$ cat config.mk
export PLATFORM = sky130hd
export DESIGN_NAME = ddm_fifo
export DESIGN_NICKNAME = d
export VERILOG_FILES = /design/src/rtl/ddm_pkg.sv /design/src/rtl/ddm_fifo.sv
export SDC_FILE = /design/constraint.sdc
export NUM_CORES = 1
export LEC_CHECK = 0
export BUFFER_PORTS_ARGS = -buffer_cell sky130_fd_sc_hd__buf_2
export CAP_MARGIN = 20
export CORE_MARGIN = 3
export CORE_UTILIZATION = 40
export CTS_BUF_LIST = sky130_fd_sc_hd__clkbuf_8
export DETAILED_ROUTE_END_ITERATION = 8
export PLACE_DENSITY_LB_ADDON = 0.05
export SLEW_MARGIN = 20
export SYNTH_ARGS = -nofsm -noshare
export SYNTH_HDL_FRONTEND = slang
export SYNTH_SLANG_ARGS = --single-unit
$ cat constraint.sdc
create_clock -name clk -period 4.08 [get_ports clk]
set_input_delay 0.612 -clock clk [delete_from_list [all_inputs] [get_ports clk]]
set_output_delay 0.612 -clock clk [all_outputs]
set_load 0.05 [all_outputs]
$ cat src/rtl/ddm_pkg.sv
// ----------------------------------------------------------------------------
// ddm_pkg: shared types and constants of the drive mixer
// Command, result and control types used by the front, the back and the top.
// ----------------------------------------------------------------------------
package ddm_pkg;

    localparam int PWM_BITS_DEFAULT = 8;
    localparam int CMD_DEPTH        = 4;
    localparam int RES_DEPTH        = 2;
    localparam int STICK_W          = 16;
    localparam int SPEED_W          = 8;
    // Quotient bits kept by the divider; anything larger saturates anyway.
    localparam int QUOT_W           = 17;

    localparam logic signed [STICK_W-1:0] LATERAL_MIN_RESET = -16'sd512;
    localparam logic signed [STICK_W-1:0] LATERAL_MAX_RESET = 16'sd511;
    localparam logic signed [STICK_W-1:0] FORWARD_MIN_RESET = -16'sd512;
    localparam logic signed [STICK_W-1:0] FORWARD_MAX_RESET = 16'sd511;

    typedef enum logic [1:0] {
        MODE_ARCADE = 2'd0,
        MODE_TANK   = 2'd1,
        MODE_SINGLE = 2'd2
    } mode_t;

    typedef enum logic [1:0] {
        DIR_STOP    = 2'd0,
        DIR_FORWARD = 2'd1,
        DIR_REVERSE = 2'd2
    } dir_t;

    typedef enum logic [1:0] {
        REG_LATERAL_MIN = 2'd0,
        REG_LATERAL_MAX = 2'd1,
        REG_FORWARD_MIN = 2'd2,
        REG_FORWARD_MAX = 2'd3
    } reg_index_t;

    typedef struct packed {
        mode_t mode;
        logic  flip;
        logic  left_en;
        logic  right_en;
        logic  pick_left;
    } ctrl_t;

    // One stick prepared for the divider: magnitudes plus quotient sign.
    typedef struct packed {
        logic [STICK_W-1:0] diff_mag;
        logic [STICK_W-1:0] span_mag;
        logic               neg;
        logic               zero;
    } lane_t;

    typedef struct packed {
        ctrl_t ctrl;
        lane_t a;
        lane_t b;
    } cmd_t;

    typedef struct packed {
        logic neg;
        logic zero;
    } lane_tag_t;

    typedef struct packed {
        ctrl_t     ctrl;
        lane_tag_t lane;
    } head_tag_t;

    typedef struct packed {
        logic [SPEED_W-1:0] speed;
        dir_t               direction;
        logic               flipped;
        logic               written;
    } side_t;

    typedef struct packed {
        side_t left;
        side_t right;
    } result_t;

endpackage

$ cat src/rtl/ddm_fifo.sv
// ----------------------------------------------------------------------------
// ddm_fifo: small register queue
// Holds up to DEPTH beats; a push while full and a pop while empty are ignored.
// ----------------------------------------------------------------------------
module ddm_fifo #(
    parameter int W     = $bits(ddm_pkg::cmd_t),
    parameter int DEPTH = ddm_pkg::CMD_DEPTH
) (
    input  logic         clk,
    input  logic         rst_n,
    input  logic         push,
    input  logic [W-1:0] wr_data,
    output logic         full,
    input  logic         pop,
    output logic [W-1:0] rd_data,
    output logic         empty
);
    import ddm_pkg::*;

    localparam int PW = $clog2(DEPTH);
    localparam int CW = $clog2(DEPTH + 1);

    logic [W-1:0]  mem [0:DEPTH-1];
    logic [PW-1:0] wr_ptr_reg;
    logic [PW-1:0] wr_ptr_next;
    logic [PW-1:0] rd_ptr_reg;
    logic [PW-1:0] rd_ptr_next;
    logic [CW-1:0] count_reg;
    logic [CW-1:0] count_next;
    logic          do_push;
    logic          do_pop;

    assign full    = (count_reg == CW'(DEPTH));
    assign empty   = (count_reg == '0);
    assign do_push = push && !full;
    assign do_pop  = pop && !empty;
    assign rd_data = mem[rd_ptr_reg];

    always_comb
    begin
        wr_ptr_next = wr_ptr_reg;
        rd_ptr_next = rd_ptr_reg;
        count_next  = count_reg;
        if (do_push)
        begin
            wr_ptr_next = (wr_ptr_reg == PW'(DEPTH - 1)) ? '0 : wr_ptr_reg + 1'b1;
        end
        if (do_pop)
        begin
            rd_ptr_next = (rd_ptr_reg == PW'(DEPTH - 1)) ? '0 : rd_ptr_reg + 1'b1;
        end
        if (do_push && !do_pop)
        begin
            count_next = count_reg + 1'b1;
        end
        else if (do_pop && !do_push)
        begin
            count_next = count_reg - 1'b1;
        end
    end

    always_ff @(posedge clk or negedge rst_n)
    begin
        if (!rst_n)
        begin
            wr_ptr_reg <= '0;
            rd_ptr_reg <= '0;
            count_reg  <= '0;
        end
        else
        begin
            wr_ptr_reg <= wr_ptr_next;
            rd_ptr_reg <= rd_ptr_next;
            count_reg  <= count_next;
        end
    end

    always_ff @(posedge clk)
    begin
        if (do_push)
        begin
            mem[wr_ptr_reg] <= wr_data;
        end
    end

    a_count_bound: assert property (@(posedge clk) disable iff (!rst_n)
        count_reg <= CW'(DEPTH))
        else $error("queue count beyond depth");

    a_count_steady: assert property (@(posedge clk) disable iff (!rst_n)
        (push && pop && !full && !empty) |=> $stable(count_reg))
        else $error("queue count moved on a simultaneous push and pop");

endmodule

* Yosys cells after proc, flatten, opt, wreduce, memory -nomap -nowiden
Memory sizes are Yosys's and may differ from the RTL's.
Index checks and enable logic that the tools add are counted.
** Word-level totals
- Register bits after elaboration :: 7
- RAM bits :: 296
- Input bits :: 78
- Output and inout bits :: 76
- Word-level logic and storage cells :: 27
- Memories kept :: 1
** Memories
- mem :: depth 4, width 74, read ports 1, clocked after Yosys merged registers in 0, write ports 1, RTL line ddm_fifo.sv:23 : logic [W-1:0] mem [0:DEPTH-1];
** Operators by class
- $add $sub $neg :: 4
- Equality and inequality tests :: 3
- Muxes and demuxes :: 6
- Reduce and logical (&&, ||, !) cells :: 10
** Operator list (number)
- $mux 3 :: 2
- $add 2x1->2 const B :: 2
- $eq 2x2->1 const B :: 2
- $logic_and 1x1->1 :: 4
- $logic_not 1->1 :: 4
- $mux 2 :: 2
- $add 3x1->3 const B :: 1
- $eq 3x3->1 const B :: 1
- $logic_not 3->1 :: 1
- $sub 3x1->3 const B :: 1
- $mux 1 :: 2
- $reduce_bool 2->1 :: 1

* Depth between registers and ports, before layout
- Depth after elaboration :: 7
- Mapped depth :: 9
- Depth with buffers taken out :: 8

* Least setup slack after synthesis
No wires, ideal clock.
- Kind :: register -> register
- Start point :: register count_reg[2]
- End point :: memory mem[0][0] (netlist name), enable pin
- Setup time :: 0.440 ns
- Arrival :: 2.694 ns
- Data required time :: 3.640 ns
- Slack :: 0.946 ns
- Cell stages (with the launch flop) :: 5
- Path buffers :: 1
- Clock period less this slack :: 3.134 ns
- Cell sequence :: dfrtp_1 > nor3b_2 > nor2b_1 > buf_2 > and2_1
** On the way
- Word-level cells in the longest chain between the ends :: 5
** Ends and longest elaborated chain
- start: declaration :: RTL line ddm_fifo.sv:28 : logic [CW-1:0] count_reg;
- start signal: assignment :: RTL line ddm_fifo.sv:74 : count_reg <= count_next;
- $eq 3x3->1 :: RTL line ddm_fifo.sv:33 : assign full = (count_reg == CW'(DEPTH));
- via full :: RTL line ddm_fifo.sv:13 : output logic full,
- $logic_not 1->1 :: RTL line ddm_fifo.sv:35 : assign do_push = push && !full;
- $logic_and 1x1->1 :: RTL line ddm_fifo.sv:35
- via do_push :: RTL line ddm_fifo.sv:30 : logic do_push;
- $mux 1 :: RTL line ddm_fifo.sv:80 : if (do_push)
- $mux 1 (not written as such) :: RTL line ddm_fifo.sv:82 : mem[wr_ptr_reg] <= wr_data;
- end: declaration :: RTL line ddm_fifo.sv:23
The timed path passes the listed nets, and every way through them passes these cells.

* Final worst setup path
- Start point :: register rd_ptr_reg[0]
- End point :: output rd_data[57]
** On the way
- Word-level cells in the longest chain between the ends :: 1
** Ends and longest elaborated chain
- start: declaration :: RTL line ddm_fifo.sv:26 : logic [PW-1:0] rd_ptr_reg;
- start signal: assignment :: RTL line ddm_fifo.sv:73 : rd_ptr_reg <= rd_ptr_next;
- $mem_v2 4x74
- end: declaration :: RTL line ddm_fifo.sv:15 : output logic [W-1:0] rd_data,
Every way passes these cells.

==> metrics.csv <==
metric,value,unit
WL met2,10810,um
Tightest Pin Transition,757.8,ps
most frequent cells in the layout,"edfxtp_1, buf_2, mux4_2",
fin worst setup slack,831.3,ps
fmax,0.3078,GHz
count of cell types in the netlist,22,
pwr/cell area,823.1,nW/um2
post-synthesis cell area,11170,um2
clk buf depth,3,
DR pass1 iterations,4,
critical path cell sequence,"buf_4, mux4_2, buf_2",
Core ar.,27180,um2
"Largest delay share family, worst path",flip-flops,
Leak Pwr,4.553,nW
crit path kind,register to output port,
Die Y,173.1,um
Global Route Usage Sum,14.64,%
Clock Skew,9.474,ps
initial core utilization,41.09,%
Synth Warn #,0,
syn_area_per_cell,26.33,um2
type of origin of the critical path,register,
DR top layer,met5,
Nets,704,
clk slew on worst S/H paths,60,ps
Hold Fails Final Rpt,0,
met3 wire len,1192,um
sequential area share after synthesis,81.17,%
n_diodes,0,
Post-Route Setup TNS,0,ps
DP Worst Slack,1329,ps
initial antenna violation count,3,
max-cap violations,0,
CTS root buf,clkbuf_8,
Final min period,3249,ps
DRC Markers,0,
area delta synth->final,18.77,%
first-pass GRT wire length,33760,um
die area,29960,um2
critical path startpoint,rd_ptr_reg[0]$_DFFE_PN0P_,
Worst Path Max Fanout,30,
CP Buf/Inv Count,2,
Mapped Nets,509,
IO Port Bufs,153,
unrepaired setup endpoints after global routing,false,
WP data arrival,2640,ps
CTS tree,done,
GP Congestion,0.6718,
R2R Path Start,count_reg[2]$_DFFE_PN0P_,
final setup vio count,0,
Post-CTS Setup Bufs,0,
Iter 0 DRT Violations,319,
CTS Buf Count,50,
Critical Path RT,3470,ps
Crit-path slowest cell,dfrtp_4,
area share of the largest cell type after synthesis,79.61,%
clock latency on the worst-skew pair,540,ps
Synth area leaders,"edfxtp_1, mux4_2, dfrtp_1, buf_12, ha_1",
most common library cell in the layout ignoring fill and taps,edfxtp_1,
DPL Wire Length,12640,um
max reg flops,296,
Max IR drop VDD,0.0004884,V
Max Slew Vio Count,0,
layout cell share with drive strength beyond 1,45.59,%
routed length per instance,21.00,um
Met1 Wirelength,9177,um
Worst Hold Launch,wr_data[2],
Num Clock Sinks,303,
row cnt,60,
CP max stage delay,830,ps
HP Class,input port to register,
Top-Level Pins,154,
CTS H-tree lvls,2,
vias per cell,4.949,
largest net degree at the start of global routing,45,
grt ovf,0,
#FFs+latches synth,303,
fin crit share,79.63,%
vias in the first global route,5756,
run status,"finished, final reports clean",
Post-Route WL,21630,um
CP Capture Type,output port,
relative max-transition margin,49.48,%
DR vias,5097,
DRT antenna net count,0,
post-synthesis instance total,424,
Synth area leader,edfxtp_1,
Die Span X,173.1,um
-- where the power goes --
group / switching, mW / internal [mW] / total, mW
combinational: 2.90 / 1.27 / 4.17
sequential: 0.303 / 4.11 / 4.42
clock: 1.11 / 1.22 / 2.33
total: 4.31 / 6.61 / 10.9
-- Yosys cell counts --
master,number
xnor2_1,1
nor2_1,2
nor2b_1,1
dfrtp_1,7
a21o_1,1
mux4_2,74
mux2_2,2
ha_1,6
mux2_1,2
edfxtp_1,296
buf_4,3
xor2_1,2
o31ai_2,1
nor3_1,2
nor3b_2,1
clkbuf_1,2
and2_1,4
buf_2,7
inv_1,3
buf_12,5
buf_6,1
fa_1,1
-- final timing paths --
| check | end | slack, ps | cells after the start |
|---|---|---|---|
| worst min-delay path | mem[0][2]$_DFFE_PP_ | 280 | 1 |
| worst min register to register | count_reg[2]$_DFFE_PN0P_ | 550 | 1 |
| worst max register to register | mem[0][14]$_DFFE_PP_ | 1590 | 4 |
| min in group asynchronous | wr_ptr_reg[1]$_DFFE_PN0P_ | 430 | 2 |
| max in group asynchronous | rd_ptr_reg[0]$_DFFE_PN0P_ | 3460 | 2 |
| worst max-delay path | rd_data[57] | 830 | 3 |
-- worst register-to-register path: stages, from the launching register on --
cell and delay [ps]:
dfrtp_1 420, nor3b_2 180, nor2b_1 450, and2_4 730, buf_12 380
-- layout make-up --
class	instances	area, um2
clock inverter	40	183.9
inverter	3	11.26
timing repair buffer	161	903.4
multi-input combinational	100	1924
clock buffer	51	701.9
fill	2276	13910
sequential	303	9071
tap	372	465.4
-- metal layers --
| metal | up-vias | global-route usage, % |
|---|---|---|
| met5 | - | 0 |
| met4 | 6 | 4.324 |
| met3 | 48 | 4.326 |
| met2 | 139 | 24.39 |
| met1 | 2676 | 18.78 |
| li1 | 2228 | - |
-- logic make-up after synthesis --
kind of cell / Yosys count / share of synthesized area (%)
DFF: 303 / 81.17
muxes: 78 / 15.33
buffers and inverters: 21 / 1.681
and+or+nand+nor: 10 / 0.5491
adders and majority gates: 7 / 0.8516
xor gates and xnor gates: 3 / 0.2354
AOI/OAI and AO/OA: 2 / 0.1793
-- stage by stage --
stage          cell area [um2]  power [mW]  hold slack [ps]  util (%)  cells
2_1_floorplan            11170       7.771            316.4         -    424
3_3_place_gp             12370       8.720            458.9     45.50    938
3_5_place_dp             12370       8.775            465.2     45.50    938
4_1_cts                  13260       11.15            228.3     48.80   1030
5_1_grt                  13260       11.49            235.0     48.80   1030
6_report                 13260       10.92            282.6     48.80   1030
-- timing repair --
item                                    4_1_cts  5_1_grt
gates resized for setup                       0        0
hold endpoints to repair                      7        0
hold buffers                                  1        0
endpoints found under the setup margin        0        0
No activity file was read; power rests on OpenSTA's default activity.
