### config.mk
export PLATFORM = sky130hd
export DESIGN_NAME = ddm_front
export DESIGN_NICKNAME = d
export VERILOG_FILES = /design/src/rtl/ddm_pkg.sv /design/src/rtl/ddm_front.sv
export SDC_FILE = /design/constraint.sdc
export NUM_CORES = 1
export LEC_CHECK = 0
export ABC_AREA = 1
export BUFFER_PORTS_ARGS = -buffer_cell sky130_fd_sc_hd__buf_4
export CAP_MARGIN = 15
export CORE_MARGIN = 2
export CORE_UTILIZATION = 53
export DETAILED_ROUTE_END_ITERATION = 10
export PLACE_DENSITY = 0.83
export SETUP_SLACK_MARGIN = 0.15
export SLEW_MARGIN = 20
export SYNTH_ARGS = -nofsm -noshare
export SYNTH_HDL_FRONTEND = slang
export SYNTH_SLANG_ARGS = --single-unit
export TNS_END_PERCENT = 10
### constraint.sdc
create_clock -name clk -period 2.9 [get_ports clk]
set_input_delay 0.29 -clock clk [delete_from_list [all_inputs] [get_ports clk]]
set_output_delay 0.29 -clock clk [all_outputs]
set_load 0.005 [all_outputs]
### src/rtl/ddm_pkg.sv
// ----------------------------------------------------------------------------
// ddm_pkg: shared types and constants of the drive mixer
// Command, result and control types used by the front, the back and the top.
// ----------------------------------------------------------------------------
package ddm_pkg;

    localparam int PWM_BITS_DEFAULT = 8;
    localparam int CMD_DEPTH        = 4;
    localparam int RES_DEPTH        = 2;
    localparam int STICK_W          = 16;
    localparam int SPEED_W          = 8;
    // Quotient bits kept by the divider; anything larger saturates anyway.
    localparam int QUOT_W           = 17;

    localparam logic signed [STICK_W-1:0] LATERAL_MIN_RESET = -16'sd512;
    localparam logic signed [STICK_W-1:0] LATERAL_MAX_RESET = 16'sd511;
    localparam logic signed [STICK_W-1:0] FORWARD_MIN_RESET = -16'sd512;
    localparam logic signed [STICK_W-1:0] FORWARD_MAX_RESET = 16'sd511;

    typedef enum logic [1:0] {
        MODE_ARCADE = 2'd0,
        MODE_TANK   = 2'd1,
        MODE_SINGLE = 2'd2
    } mode_t;

    typedef enum logic [1:0] {
        DIR_STOP    = 2'd0,
        DIR_FORWARD = 2'd1,
        DIR_REVERSE = 2'd2
    } dir_t;

    typedef enum logic [1:0] {
        REG_LATERAL_MIN = 2'd0,
        REG_LATERAL_MAX = 2'd1,
        REG_FORWARD_MIN = 2'd2,
        REG_FORWARD_MAX = 2'd3
    } reg_index_t;

    typedef struct packed {
        mode_t mode;
        logic  flip;
        logic  left_en;
        logic  right_en;
        logic  pick_left;
    } ctrl_t;

    // One stick prepared for the divider: magnitudes plus quotient sign.
    typedef struct packed {
        logic [STICK_W-1:0] diff_mag;
        logic [STICK_W-1:0] span_mag;
        logic               neg;
        logic               zero;
    } lane_t;

    typedef struct packed {
        ctrl_t ctrl;
        lane_t a;
        lane_t b;
    } cmd_t;

    typedef struct packed {
        logic neg;
        logic zero;
    } lane_tag_t;

    typedef struct packed {
        ctrl_t     ctrl;
        lane_tag_t lane;
    } head_tag_t;

    typedef struct packed {
        logic [SPEED_W-1:0] speed;
        dir_t               direction;
        logic               flipped;
        logic               written;
    } side_t;

    typedef struct packed {
        side_t left;
        side_t right;
    } result_t;

endpackage

### src/rtl/ddm_front.sv
// ----------------------------------------------------------------------------
// ddm_front: configuration registers and command classification
// Selects the input range of each stick and reduces it to magnitudes and a
// quotient sign, so the back end only multiplies and divides.
// ----------------------------------------------------------------------------
module ddm_front (
    input  logic                               clk,
    input  logic                               rst_n,
    input  logic                               cfg_valid,
    output logic                               cfg_ready,
    input  logic [1:0]                         cfg_index,
    input  logic signed [ddm_pkg::STICK_W-1:0] cfg_data,
    input  logic                               push,
    output logic                               full,
    input  logic [1:0]                         mode,
    input  logic signed [ddm_pkg::STICK_W-1:0] stick_a,
    input  logic signed [ddm_pkg::STICK_W-1:0] stick_b,
    input  logic                               inverted,
    input  logic                               left_enable,
    input  logic                               right_enable,
    input  logic                               pick_left,
    input  logic                               queue_full,
    output logic                               cmd_push,
    output ddm_pkg::cmd_t                      cmd
);
    import ddm_pkg::*;

    logic signed [STICK_W-1:0] lateral_min_reg;
    logic signed [STICK_W-1:0] lateral_max_reg;
    logic signed [STICK_W-1:0] forward_min_reg;
    logic signed [STICK_W-1:0] forward_max_reg;
    logic signed [STICK_W-1:0] a_lo;
    logic signed [STICK_W-1:0] a_hi;

    function automatic lane_t make_lane(input logic signed [STICK_W-1:0] v,
                                        input logic signed [STICK_W-1:0] lo,
                                        input logic signed [STICK_W-1:0] hi);
        logic signed [STICK_W:0] diff;
        logic signed [STICK_W:0] span;
        logic signed [STICK_W:0] diff_abs;
        logic signed [STICK_W:0] span_abs;
        lane_t                   l;
        diff       = $signed({v[STICK_W-1], v}) - $signed({lo[STICK_W-1], lo});
        span       = $signed({hi[STICK_W-1], hi}) - $signed({lo[STICK_W-1], lo});
        diff_abs   = diff[STICK_W] ? -diff : diff;
        span_abs   = span[STICK_W] ? -span : span;
        l.diff_mag = diff_abs[STICK_W-1:0];
        l.span_mag = span_abs[STICK_W-1:0];
        l.neg      = diff[STICK_W] ^ span[STICK_W];
        l.zero     = (span == '0);
        return l;
    endfunction

    assign cfg_ready = 1'b1;
    assign full      = queue_full;
    assign cmd_push  = push && !queue_full;

    always_ff @(posedge clk or negedge rst_n)
    begin
        if (!rst_n)
        begin
            lateral_min_reg <= LATERAL_MIN_RESET;
            lateral_max_reg <= LATERAL_MAX_RESET;
            forward_min_reg <= FORWARD_MIN_RESET;
            forward_max_reg <= FORWARD_MAX_RESET;
        end
        else if (cfg_valid)
        begin
            unique case (reg_index_t'(cfg_index))
                REG_LATERAL_MIN: lateral_min_reg <= cfg_data;
                REG_LATERAL_MAX: lateral_max_reg <= cfg_data;
                REG_FORWARD_MIN: forward_min_reg <= cfg_data;
                REG_FORWARD_MAX: forward_max_reg <= cfg_data;
                default: ;
            endcase
        end
    end

    // Only the arcade lateral axis uses the lateral range.
    assign a_lo = (mode == MODE_ARCADE) ? lateral_min_reg : forward_min_reg;
    assign a_hi = (mode == MODE_ARCADE) ? lateral_max_reg : forward_max_reg;

    always_comb
    begin
        cmd.ctrl.mode      = mode_t'(mode);
        cmd.ctrl.flip      = inverted;
        cmd.ctrl.left_en   = left_enable;
        cmd.ctrl.right_en  = right_enable;
        cmd.ctrl.pick_left = pick_left;
        cmd.a              = make_lane(stick_a, a_lo, a_hi);
        cmd.b              = make_lane(stick_b, forward_min_reg, forward_max_reg);
    end

endmodule

Word-level counts from Yosys, hierarchy flattened
Cells that the tools add are included.
{"block": "totals", "output_inout_bits": 77, "word_cells": 33, "register_bits": 64, "inputBits": 61}
{"block": "op_classes", "n_bitwise": 2, "muxes": 6, "eq_ne": 3, "reduce_logical": 10, "addsub": 8}
{"operator": "$mux 16", "n": 6}
{"operator": "$sub 16x16->17", "n": 4}
{"operator": "$neg 16->16", "n": 4}
{"operator": "$logic_not 17->1", "n": 2}
{"operator": "$reduce_and 2->1", "n": 4}
{"operator": "$eq 2x2->1 const B", "n": 2}
{"operator": "$logic_not 2->1", "n": 2}
{"operator": "$eq 2x1->1 const B", "n": 1}
{"operator": "$xor 1x1->1", "n": 2}
{"operator": "$logic_and 1x1->1", "n": 1}
{"operator": "$logic_not 1->1", "n": 1}

Longest topological paths before layout
Gate-level depths: netlist of the first run.
{"block": "logic_depth", "word_depth": 5, "depth_mapped": 26, "mapped_depth_nobuf": 23}

Worst setup path before layout of the first run
Ideal clock, no wire load.
{"block": "synth_path", "kind": "input to output", "from": "in mode[0]", "to": "out cmd[46] (netlist name)", "arrival_ns": 2.720, "path_slack_ns": -0.110, "n_path_buf": 3, "required_time_ns": 2.610, "stages": 22, "path_cell_list": "inv_1 -> nand2_4 -> buf_6 -> buf_6 -> clkbuf_1 -> nand2_1 -> nand2_1 -> ha_1 -> fa_1 -> inv_1 -> nand3_2 -> nand2_1 -> nand2_1 -> nor2_1 -> nand2_1 -> nor2_2 -> nand3_1 -> nor2_2 -> inv_2 -> nand2_1 -> xor2_1 -> inv_1"}
{"element": "start: declaration", "line": "ddm_front.sv:15", "rtl": "input logic [1:0] mode,"}
{"element": "end: declaration", "line": "ddm_front.sv:24", "rtl": "output ddm_pkg::cmd_t cmd"}

==> out/metrics.csv, run 1 <==
stage,metric,value,unit
setup_path,path_class,reg -> out,
clock_tree,clk_pin_slew_worst_paths,0.06,ns
setup_path,path_delay_family,simple AND/OR/NAND/NOR gates,
run,maxCapViolCount,0,
synthesis,syn_inst,1443,
setup_path,cp_max_fo,3,
die,start_util,53.6,%
setup_path,slowest_delay,0.38,ns
status,violations,negative setup slack,
pwr,ir_worst_vdd,0.000522,V
synthesis,syn_area_per_cell,5.84,µm²
die,die_height,130,µm
finish,fill_cells,1149,
setup_path,reg2reg_depth,3,
finish,area_growth,46.3,%
setup_path,slowest_stage,dfstp_2,
die,dieArea,16900,µm²
setup_path,crit_start,forward_max_reg[0],
global_route,antenna_found_initial,0,
setup_path,crit_path_frequent_cell,nand2_1,
timing,grt_setup_unrepaired,yes,
setup_path,r2r_start,forward_max_reg[3],
setup_path,r2r-end,forward_max_reg[3],
global_route,grt_usage,32.0,%
route,drt_iter0_drc,910,
setup_path,end_kind,output pin,
route,drcViolationCount,0,
route,first_pass_iters,6,
route,drt-total-wl,30700,µm
setup_path,critPathBufInv,4,
synthesis,synthFlopType,dfstp_2,
setup_path,path_depth,16,
status,outcome,"finished, violations left",
synthesis,synth_cell_types,46,
clock_tree,numCtsBuffers,9,
global_route,grt_pass1_vias,9456,
timing,finalClockSkew,0,ns
timing,layout_min_cycle_time,3.53,ns
pwr,p_total,10.2,mW
clock_tree,cts_root_buffer,clkbuf_16,
timing,drv_slew,0,
timing,layout_setup_ws,-0.629,ns
setup_path,worstPathCellList,inv_2 > ha_2 > inv_2 > fa_2 > buf_4 > xor2_1 > nor3_4 > nand3_1 > nor2_1 > nand2_1 > nor2_4 > nand3_2 > o21ai_1 > nand2_1 > nand2_1 > buf_4,
setup_path,reg2reg_slack,1.89,ns
hold_path,hp-class,in -> async,
setup_path,worstPathArrival,3.24,ns
timing,timing.final.crit_share,122,%
clock_tree,holdBufCountCts,0,
synthesis,ys_ff_latch,64,
pwr,powerDensity,830,nW/µm²
timing,whs,0.0502,ns
synthesis,syn-num-nets,1559,
route,vias,10741,
die,die_w,130,µm
timing,slew_headroom,29.3,%
clock_tree,htree_num_levels,3,
synthesis,synth_area,8420,µm²
clock_tree,cts_buffer_depth,2,
placement,io_buffers,128,
global_route,grt_overflow,0,
timing,tightest_slew,1.06,ns
die,ios,138,
route,via_per_inst,5.38,
setup_path,crit_end,cmd[17],
finish,post-route-cell-area,12300,µm²
die,num_rows,46,
synthesis,ys_seq_area_share,19.5,%
timing,setup-tns-final,-21.04,ns
finish,diodes,0,
global_route,grt_pass1_wl,43500,µm
placement,dp_hpwl,21500,µm
route,avgRoutedWirePerCell,15.4,µm
placement,gp_congestion,0.943,
clock_tree,clk_latency,0.33,ns
clock_tree,cts_tree,yes,
global_route,grt_max_degree,65,
finish,nets,1893,
route,ant_nets,0,
timing,fmax,0.283,GHz
die,coreArea,15700,µm²
timing,hold_violations,0,
pwr,p_leak,6.80,nW
setup_path,worstSetupStartpointType,register,
synthesis,yosysWarnings,0,
timing,setup_violations,64,
synthesis,synthArstFlopShare,100,%
finish,drive_gt1_share,34.1,%
placement,placed_area,11100,µm²
synthesis,synth_edf_count,0,
setup_path,cp.required,2.61,ns
clock_tree,cts.sinks,64,
==> layer usage <==
layer / vias up / routed length, µm / global-route usage (%) / part of all wire [%]
li1: 5182 / - / - / -
met1: 4863 / 12100 / 41.1 / 39
met2: 552 / 14700 / 55.6 / 48
met3: 144 / 2370 / 3.98 / 7.7
met4: 0 / 1550 / 10.8 / 5.0
met5: - / 0 / 0 / 0
==> synth_stat cells, types with 3 or more instances <==
| cell | instances | area share (%) |
|---|---|---|
| buf_6 | 7 | 0.94 |
| a21o_1 | 3 | 0.27 |
| xor2_1 | 45 | 4.7 |
| o21bai_1 | 3 | 0.27 |
| nor3_1 | 9 | 0.53 |
| inv_2 | 5 | 0.22 |
| dfrtp_1 | 32 | 9.5 |
| nand2_2 | 22 | 1.6 |
| xnor2_1 | 22 | 2.3 |
| dfstp_2 | 32 | 10 |
| o21ai_2 | 5 | 0.52 |
| nand4_1 | 18 | 1.3 |
| nor2_1 | 96 | 4.3 |
| o21ai_0 | 102 | 6.1 |
| o21ai_1 | 9 | 0.53 |
| nand2_4 | 4 | 0.53 |
| nand2_1 | 557 | 25 |
| nand3_2 | 4 | 0.48 |
| fa_1 | 3 | 0.71 |
| nand3_1 | 91 | 5.4 |
| nand3b_1 | 6 | 0.53 |
| or2_2 | 3 | 0.22 |
| inv_1 | 206 | 9.2 |
| a21oi_1 | 53 | 3.2 |
| nor2_2 | 8 | 0.59 |
| ha_1 | 52 | 7.7 |
| clkbuf_1 | 14 | 0.62 |
| buf_4 | 11 | 0.98 |
==> cell families after synthesis <==
family / share of synthesized area (%)
AO/OA/AOI/OAI: 11.8
XOR/XNOR: 6.97
adder cells (fa/ha/maj): 8.44
buffers and inverters: 12.3
flip-flops: 19.5
other: 0.0445
AND/OR/NAND/NOR: 41.0
==> layout by cell type, fill, tap and decap left out, types with 10 or more instances in the layout <==
cell	netlist	routed
o21ai_0	102	88
nand3_2	4	14
nor2_2	8	24
ha_1	52	36
xor2_1	45	39
nand3_1	91	76
xnor2_1	22	16
dfrtp_1	32	32
inv_1	206	187
o21ai_2	5	11
inv_2	5	18
nor2_4	1	10
nor2_1	96	71
dfstp_2	32	32
buf_6	7	12
nand4_1	18	18
buf_4	11	343
nand2_1	557	523
a21oi_1	53	43
o21ai_1	9	17
nand2_2	22	51
==> worst reg2reg max path: stages, from the launching register on <==
cell and delay (ns):
dfstp_2 0.55, buf_4 0.14, nand2_1 0.05, o21ai_0 0.15
==> report_power, final <==
group	internal (mW)	switching (mW)	leakage [nW]
registers	1.09	0.125	0.734
logic	3.77	4.05	5.91
clock network	0.761	0.434	0.157
total	5.62	4.61	6.80
==> metrics by stage <==
step,setup WS (ns),util (%),instances
after global routing,-0.683,78.4,1998
final,-0.629,78.4,1998
after detailed placement,-0.306,70.6,1966
after CTS,-0.401,75.0,1987
after global placement,-0.230,70.6,1966
after floorplan,-0.0655,-,1443
==> cell type report <==
cell class                 count  area, µm²  share of cell area [%]
clock buffer                   9        225                    1.83
inverter                     212        831                    6.74
timing repair buffer         358       2770                    22.5
multi-input combinational   1132       6480                    52.6
sequential                    64       1640                    13.3
tap                          216        270                    2.19
clock inverter                 7        103                   0.833
==> timing repair <==
action                                  CTS  global route
resized for setup                        86           120
setup buffers                             5            11
endpoints found under the setup margin   64            64
pin swaps                                26            44
==> worst min-delay path by stage <==
stage / depth (start not counted) / to / slack (ns)
after floorplan: 0 / forward_max_reg[10] / -0.006
after global placement: 1 / lateral_max_reg[11] / 0.41
after detailed placement: 1 / lateral_max_reg[11] / 0.41
after CTS: 1 / lateral_max_reg[11] / 0.06
after global routing: 1 / lateral_max_reg[11] / 0.09
final: 1 / lateral_min_reg[8] / 0.05
Note: power is estimated with default switching activity, not from simulation.
==> inputs of run 2 (changes only) <==
--- a/config.mk
+++ b/config.mk
@@ -9,9 +9,9 @@
 export BUFFER_PORTS_ARGS = -buffer_cell sky130_fd_sc_hd__buf_4
 export CAP_MARGIN = 15
 export CORE_MARGIN = 2
-export CORE_UTILIZATION = 53
+export CORE_UTILIZATION = 55
 export DETAILED_ROUTE_END_ITERATION = 10
-export PLACE_DENSITY = 0.83
+export PLACE_DENSITY = 0.82
 export SETUP_SLACK_MARGIN = 0.15
 export SLEW_MARGIN = 20
 export SYNTH_ARGS = -nofsm -noshare
==> constraint.sdc (replaced) <==
create_clock -name clk -period 4.05 [get_ports clk]
set_input_delay 0.405 -clock clk [delete_from_list [all_inputs] [get_ports clk]]
set_output_delay 0.405 -clock clk [all_outputs]
set_load 0.005 [all_outputs]
==> out/metrics.csv, run 2 (synthesis gave the netlist of run 1 again) <==
stage,metric,value,unit,change
timing,grt_setup_unrepaired,yes,,
setup_path,end_kind,output pin,,
global_route,grt_max_degree,65,,unchanged
setup_path,reg2reg_slack,3.17,ns,+1.28 ns
timing,finalClockSkew,0,ns,unchanged
die,dieArea,16300,µm²,-3.5%
pwr,ir_worst_vdd,0.000383,V,-27%
setup_path,slowest_delay,0.46,ns,+0.08 ns
pwr,powerDensity,585,nW/µm²,-30%
placement,io_buffers,128,,unchanged
timing,fmax,0.273,GHz,
route,drt-total-wl,23400,µm,-24%
finish,final_common_cell,nand2_1,,
finish,layout_common_cells,"nand2_1 (557), inv_1 (205), buf_4 (135)",,
die,die_w,128,µm,-1.8%
finish,drive_gt1_share,15.5,%,-19 points
clock_tree,holdBufCountCts,0,,unchanged
setup_path,worstSetupStartpointType,register,,
die,start_util,55.8,%,+2.2 points
route,drcViolationCount,0,,unchanged
setup_path,path_delay_family,simple AND/OR/NAND/NOR gates,,
global_route,grt_pass1_wl,38800,µm,-11%
route,drt_iter0_drc,717,,-21%
global_route,grt_overflow,0,,unchanged
setup_path,critPathBufInv,3,,-1
setup_path,path_class,reg -> out,,
setup_path,r2r_start,forward_max_reg[6],,
global_route,grt_usage,29.1,%,-2.9 points
route,via_per_inst,5.29,,-1.5%
placement,gp_congestion,0.953,,+1.1%
finish,fin_cells,1748,,-13%
route,avgRoutedWirePerCell,13.4,µm,-13%
finish,diodes,0,,unchanged
setup_path,worstPathCellList,ha_1 > inv_1 > fa_1 > nand3_1 > nand2_1 > a21boi_0 > o21ai_1 > xnor2_2 > nand2_1 > nor2_1 > nand4_1 > nand2_1 > nand2_1 > nand2_1 > inv_1 > buf_4,,
finish,nets,1671,,-12%
pwr,p_leak,5.61,nW,-17%
clock_tree,clk_latency,0.33,ns,about the same
timing,timing.final.crit_share,90.5,%,
route,ant_nets,0,,unchanged
clock_tree,numCtsBuffers,9,,unchanged
timing,hold_violations,0,,unchanged
status,outcome,finished clean,,
clock_tree,cts.sinks,64,,unchanged
setup_path,worstPathArrival,3.26,ns,+0.02 ns
placement,placedCellCount,1730,,-12%
pwr,p_total,5.71,mW,-44%
die,coreArea,15100,µm²,-4.0%
die,num_rows,45,,-2.2%
timing,tightest_slew,1.05,ns,-0.00684 ns
die,die_height,128,µm,-1.8%
clock_tree,clk_pin_slew_worst_paths,0.06,ns,about the same
clock_tree,cts_tree,yes,,
setup_path,cp.required,3.64,ns,+1.03 ns
timing,setup-tns-final,0,ns,+21.04 ns
timing,slew_headroom,29.8,%,+0.43 points
run,maxCapViolCount,0,,unchanged
hold_path,hp-class,in -> async,,
setup_path,cp_max_fo,4,,+1
setup_path,crit_path_frequent_cell,nand2_1,,
setup_path,crit_start,forward_min_reg[0],,
setup_path,path_depth,16,,unchanged
global_route,antenna_found_initial,0,,unchanged
setup_path,crit_end,cmd[31],,
timing,layout_min_cycle_time,3.67,ns,
clock_tree,cts_buffer_depth,2,,unchanged
placement,dp_hpwl,19000,µm,-11%
global_route,grt_pass1_vias,8326,,-12%
timing,setup_violations,0,,-100%
timing,drv_slew,0,,unchanged
setup_path,slowest_stage,dfrtp_1,,
clock_tree,htree_num_levels,3,,unchanged
route,first_pass_iters,6,,unchanged
clock_tree,cts_root_buffer,clkbuf_16,,
setup_path,reg2reg_depth,2,,-1
route,vias,9252,,-14%
die,ios,138,,unchanged
finish,area_growth,16.1,%,
setup_path,r2r-end,forward_max_reg[6],,
-- run 2: cell types whose count changed in the layout (fill, tap and decap cells not counted), sizes merged --
cell      delta
buf        -223
inv          -2
bufinv       -1
clkbuf       +1
clkinv       +2
clkinvlp     +1
-- run 2: cell type report --
class / count / area (µm²)
Sequential cell: 64 / 1640
Fill cell: 1454 / 5320
Inverter: 212 / 800
Clock inverter: 6 / 68.8
Multi-Input combinational cell: 1132 / 5770
Timing Repair inverter: 1 / 5.00
Tap cell: 188 / 235
Clock buffer: 10 / 239
Timing Repair Buffer: 135 / 1010
-- run 2: power breakdown --
group / switching (mW) / internal (mW)
clock network: 0.295 / 0.495
registers: 0.0913 / 0.782
logic: 2.29 / 1.76
-- run 2: worst reg2reg max path: stages (launching register included) --
cell	delay (ns)
dfstp_2	0.58
nand2_1	0.07
o21ai_0	0.13
-- run 2: repair_timing --
item                       CTS  global route
resized for setup            0             9
setup endpoints to repair    0            37
buffers inserted             0             1
-- run 2: metrics by stage --
stage	utilization [%]	instance area (µm²)	setup WS, ns	hold slack [ns]
after floorplan	-	8420	0.810	0.109
after global routing	64.8	9770	0.115	0.219
after detailed placement	62.5	9420	0.399	0.474
final	64.8	9770	0.383	0.151
after CTS	64.5	9730	0.195	0.181
after global placement	62.5	9420	0.512	0.466
-- run 2: metal layers --
metal  GRT usage (%)  part of all wire, %  up-vias
met5               0                    0        -
met1            40.5                   46     4173
met2            47.4                   45      297
li1                -                    -     4745
met3            4.05                  6.0       37
met4            8.14                  2.2        0
-- run 2: worst min-delay path by stage --
stage / depth (start not counted) / to / start / slack (ns)
after floorplan: 0 / forward_max_reg[10] / rst_n / 0.11
after global placement: 2 / forward_min_reg[6] / forward_min_reg[6] / 0.47
after detailed placement: 2 / forward_min_reg[1] / forward_min_reg[1] / 0.47
after CTS: 1 / forward_min_reg[8] / rst_n / 0.18
after global routing: 1 / forward_min_reg[8] / rst_n / 0.22
final: 1 / forward_min_reg[8] / rst_n / 0.15
==> inputs of run 3 (changes only) <==
--- a/config.mk
+++ b/config.mk
@@ -5,13 +5,12 @@
 export SDC_FILE = /design/constraint.sdc
 export NUM_CORES = 1
 export LEC_CHECK = 0
-export ABC_AREA = 1
 export BUFFER_PORTS_ARGS = -buffer_cell sky130_fd_sc_hd__buf_4
 export CAP_MARGIN = 15
 export CORE_MARGIN = 2
-export CORE_UTILIZATION = 55
+export CORE_UTILIZATION = 58
 export DETAILED_ROUTE_END_ITERATION = 10
-export PLACE_DENSITY = 0.82
+export PLACE_DENSITY = 0.87
 export SETUP_SLACK_MARGIN = 0.15
 export SLEW_MARGIN = 20
 export SYNTH_ARGS = -nofsm -noshare
==> out/metrics.csv, run 3 <==
stage,metric,value,unit,change
clock_tree,clk_latency,0.33,ns,about the same
pwr,intPower,4.34,mW,+43%
timing,grt_setup_unrepaired,yes,,
timing,drv_slew,0,,unchanged
synthesis,ys_seq_area_share,21.5,%,+2.0 points
finish,post-route-cell-area,10900,µm²,+11%
synthesis,synth_area,7640,µm²,-9.3%
route,first_pass_iters,7,,+1
finish,final_common_cell,buf_4,,
global_route,grtUsageMet3,5.60,%,+1.6 points
global_route,grt_pass1_wl,38700,µm,-0.32%
route,vias,9253,,+0.011%
finish,nets,1281,,-23%
placement,placed_area,9680,µm²,+2.7%
setup_path,end_kind,output pin,,
die,start_util,60.0,%,+4.2 points
synthesis,syn_area_per_cell,8.35,µm²,+43%
timing,layout_min_cycle_time,4.87,ns,+1.20 ns
clock_tree,clk_pin_slew_worst_paths,0.06,ns,about the same
timing,fmax,0.205,GHz,-25%
status,violations,negative setup slack,,
clock_tree,cts_buffer_depth,2,,unchanged
finish,fill_cells,595,,-59%
pwr,seqPwrFrac,12.1,%,-3.2 points
pwr,combPwrFrac,77.9,%,+7.0 points
synthesis,synth_cell_types,83,,+80%
synthesis,syn-num-nets,1030,,-34%
setup_path,cp_max_fo,23,,+19
synthesis,synth_top_area_share,11.0,%,-14 points
setup_path,worstPathArrival,4.46,ns,+1.20 ns
timing,whs,0.176,ns,+0.0248 ns
synthesis,syn_inst,914,,-37%
setup_path,worstSetupStartpointType,input pin,,
timing,timing.final.crit_share,120,%,+30 points
route,drt_iter0_drc,1417,,+98%
global_route,top_usage_layer,met2,,
die,dieArea,14100,µm²,-14%
route,via_per_inst,6.90,,+30%
die,ios,138,,unchanged
route,avgRoutedWirePerCell,23.5,µm,+75%
global_route,grt_usage,33.7,%,+4.6 points
setup_path,path_class,in -> out,,
global_route,grt_util_met1,37.9,%,-2.5 points
synthesis,yosysTopAreaCell,dfstp_2,,
placement,dp_hpwl,16000,µm,-16%
setup_path,cp.required,3.64,ns,about the same
placement,gp_congestion,0.892,,-6.4%
synthesis,synthArstFlopShare,100,%,unchanged
die,coreArea,12700,µm²,-16%
timing,setup-tns-final,-26.15,ns,-26.15 ns
global_route,grt_max_degree,65,,unchanged
placement,io_buffers,128,,unchanged
timing,finalClockSkew,0,ns,unchanged
die,die_height,119,µm,-7.0%
clock_tree,cts_root_buffer,clkbuf_16,,
hold_path,hp-class,in -> async,,
placement,post-place-ws,-0.712,ns,-1.11 ns
die,num_rows,41,,-8.9%
pwr,clockPowerShare,10.0,%,-3.8 points
clock_tree,cts_tree,yes,,
route,ant_nets,0,,unchanged
pwr,p_leak,4.89,nW,-13%
clock_tree,numCtsBuffers,9,,unchanged
global_route,grt_pass1_vias,8072,,-3.1%
synthesis,synthFlopType,dfstp_2,,
timing,hold_violations,0,,unchanged
synthesis,yosysMostFrequentCell,xnor2_1,,
synthesis,synth_edf_count,0,,unchanged
pwr,powerDensity,726,nW/µm²,+24%
synthesis,ys_ff_latch,64,,unchanged
finish,diodes,0,,unchanged
global_route,antenna_found_initial,0,,unchanged
clock_tree,holdBufCountCts,0,,unchanged
finish,area_growth,42.4,%,
synthesis,synth_common_cells,"xnor2_1 (84), nand2_1 (77), nor2_1 (75), mux2_2 (67), inv_1 (64)",,
clock_tree,htree_num_levels,3,,unchanged
pwr,power.switching,3.55,mW,+33%
pwr,p_total,7.89,mW,+38%
pwr,ir_worst_vdd,0.000415,V,+8.4%
global_route,met2_usage,61.0,%,+14 points
timing,setup_violations,64,,+64
finish,drive_gt1_share,44.5,%,+29 points
run,maxCapViolCount,0,,unchanged
timing,slew_headroom,25.1,%,-4.7 points
timing,layout_setup_ws,-0.819,ns,-1.20 ns
status,outcome,"finished, violations left",,
route,drt-total-wl,31400,µm,+35%
pwr,p_sw_share,45.0,%,-1.8 points
finish,layout_common_cells,"buf_4 (255), nand2_1 (72), xnor2_1 (72)",,
synthesis,synth_area_leaders,"dfstp_2 (11%), dfrtp_1 (10%), mux2_2 (9.9%)",,
synthesis,yosysWarnings,0,,unchanged
timing,tightest_slew,1.12,ns,+0.0697 ns
route,drcViolationCount,0,,unchanged
clock_tree,cts.sinks,64,,unchanged
die,die_w,119,µm,-7.0%
global_route,grt_overflow,0,,unchanged
-- run 3: cell types whose count changed after synthesis, sizes merged, moves of 12 or more --
cell,change
nand2,-506
mux2i,+18
nand2b,+14
nand3,-82
nor2b,+12
o21ai,-64
a31oi,+15
inv,-147
nor2,-29
mux2,+68
nand4,-15
xnor2,+63
-- run 3: critical path: stages --
cell	delay, ns
buf_4	0.13
buf_4	0.15
nor2_8	0.08
buf_6	0.16
buf_4	0.19
buf_4	0.33
mux2i_1	0.64
xnor2_1	0.19
a211oi_1	0.29
buf_4	0.19
o31ai_4	0.07
buf_6	0.15
o2111a_1	0.24
a311oi_2	0.39
nand4bb_4	0.14
mux2_4	0.33
mux2i_1	0.15
o21ai_1	0.08
buf_4	0.13
-- run 3: power groups by stage --
stage          clock network [mW]  logic (mW)  registers (mW)
2_1_floorplan                   0        2.66           0.896
3_3_place_gp                    0        4.67           0.925
3_5_place_dp                    0        4.79           0.932
4_1_cts                     0.766        5.26           0.928
5_1_grt                     0.805        6.42           0.958
6_report                    0.790        6.15           0.952
-- run 3: final timing paths --
| check | start | to | slack [ns] | cells past startpoint |
|---|---|---|---|---|
| hold / removal | rst_n | forward_min_reg[3] | 0.18 | 1 |
| setup / recovery | mode[1] | cmd[67] | -0.82 | 19 |
| min in group clk | cfg_data[14] | forward_max_reg[14] | 0.33 | 2 |
| max in group asynchronous | rst_n | lateral_max_reg[9] | 3.33 | 1 |
| hold reg to reg | lateral_max_reg[15] | lateral_max_reg[15] | 0.51 | 1 |
| setup reg to reg | forward_min_reg[0] | forward_min_reg[0] | 2.95 | 3 |
-- run 3: cell families (layout without fill, tap and decap cells) --
logic type,Yosys count,count (layout),synth area share [%]
simple gates,276,276,18.1
compound gates,202,203,17.5
xor+xnor,126,126,14.6
buf+inv,97,351,5.29
mux,86,86,12.8
flops,64,64,21.5
fa+ha+maj,62,62,10.2
other cells,1,1,0.0491
-- run 3: metal layers --
layer | wire, µm | vias to the layer above
met5 | 0 | -
met4 | 2970 | 0
met3 | 3060 | 351
met2 | 14900 | 886
met1 | 10500 | 4254
li1 | - | 3762
-- run 3: repair_timing --
item	4_1_cts	5_1_grt
pin swaps	48	33
setup endpoints to repair	64	64
gates resized for setup	96	85
gates cloned	1	1
buffers inserted	6	5
hold endpoints to repair	0	0
-- run 3: layout make-up --
type                       count  area (µm²)  area share [%]
timing repair buffer         272        2130            19.6
tap                          172         215            1.98
inverter                      64         246            2.27
clock inverter                 4        45.0           0.414
sequential                    64        1640            15.1
multi-input combinational    754        6350            58.4
clock buffer                  11         243            2.23
-- run 3: per-stage QoR --
| stage | util [%] | std cells |
|---|---|---|
| 6_report | 85.5 | 1341 |
| 5_1_grt | 85.5 | 1341 |
| 4_1_cts | 82.0 | 1335 |
| 3_5_place_dp | 76.1 | 1313 |
| 3_3_place_gp | 76.1 | 1313 |
| 2_1_floorplan | - | 914 |
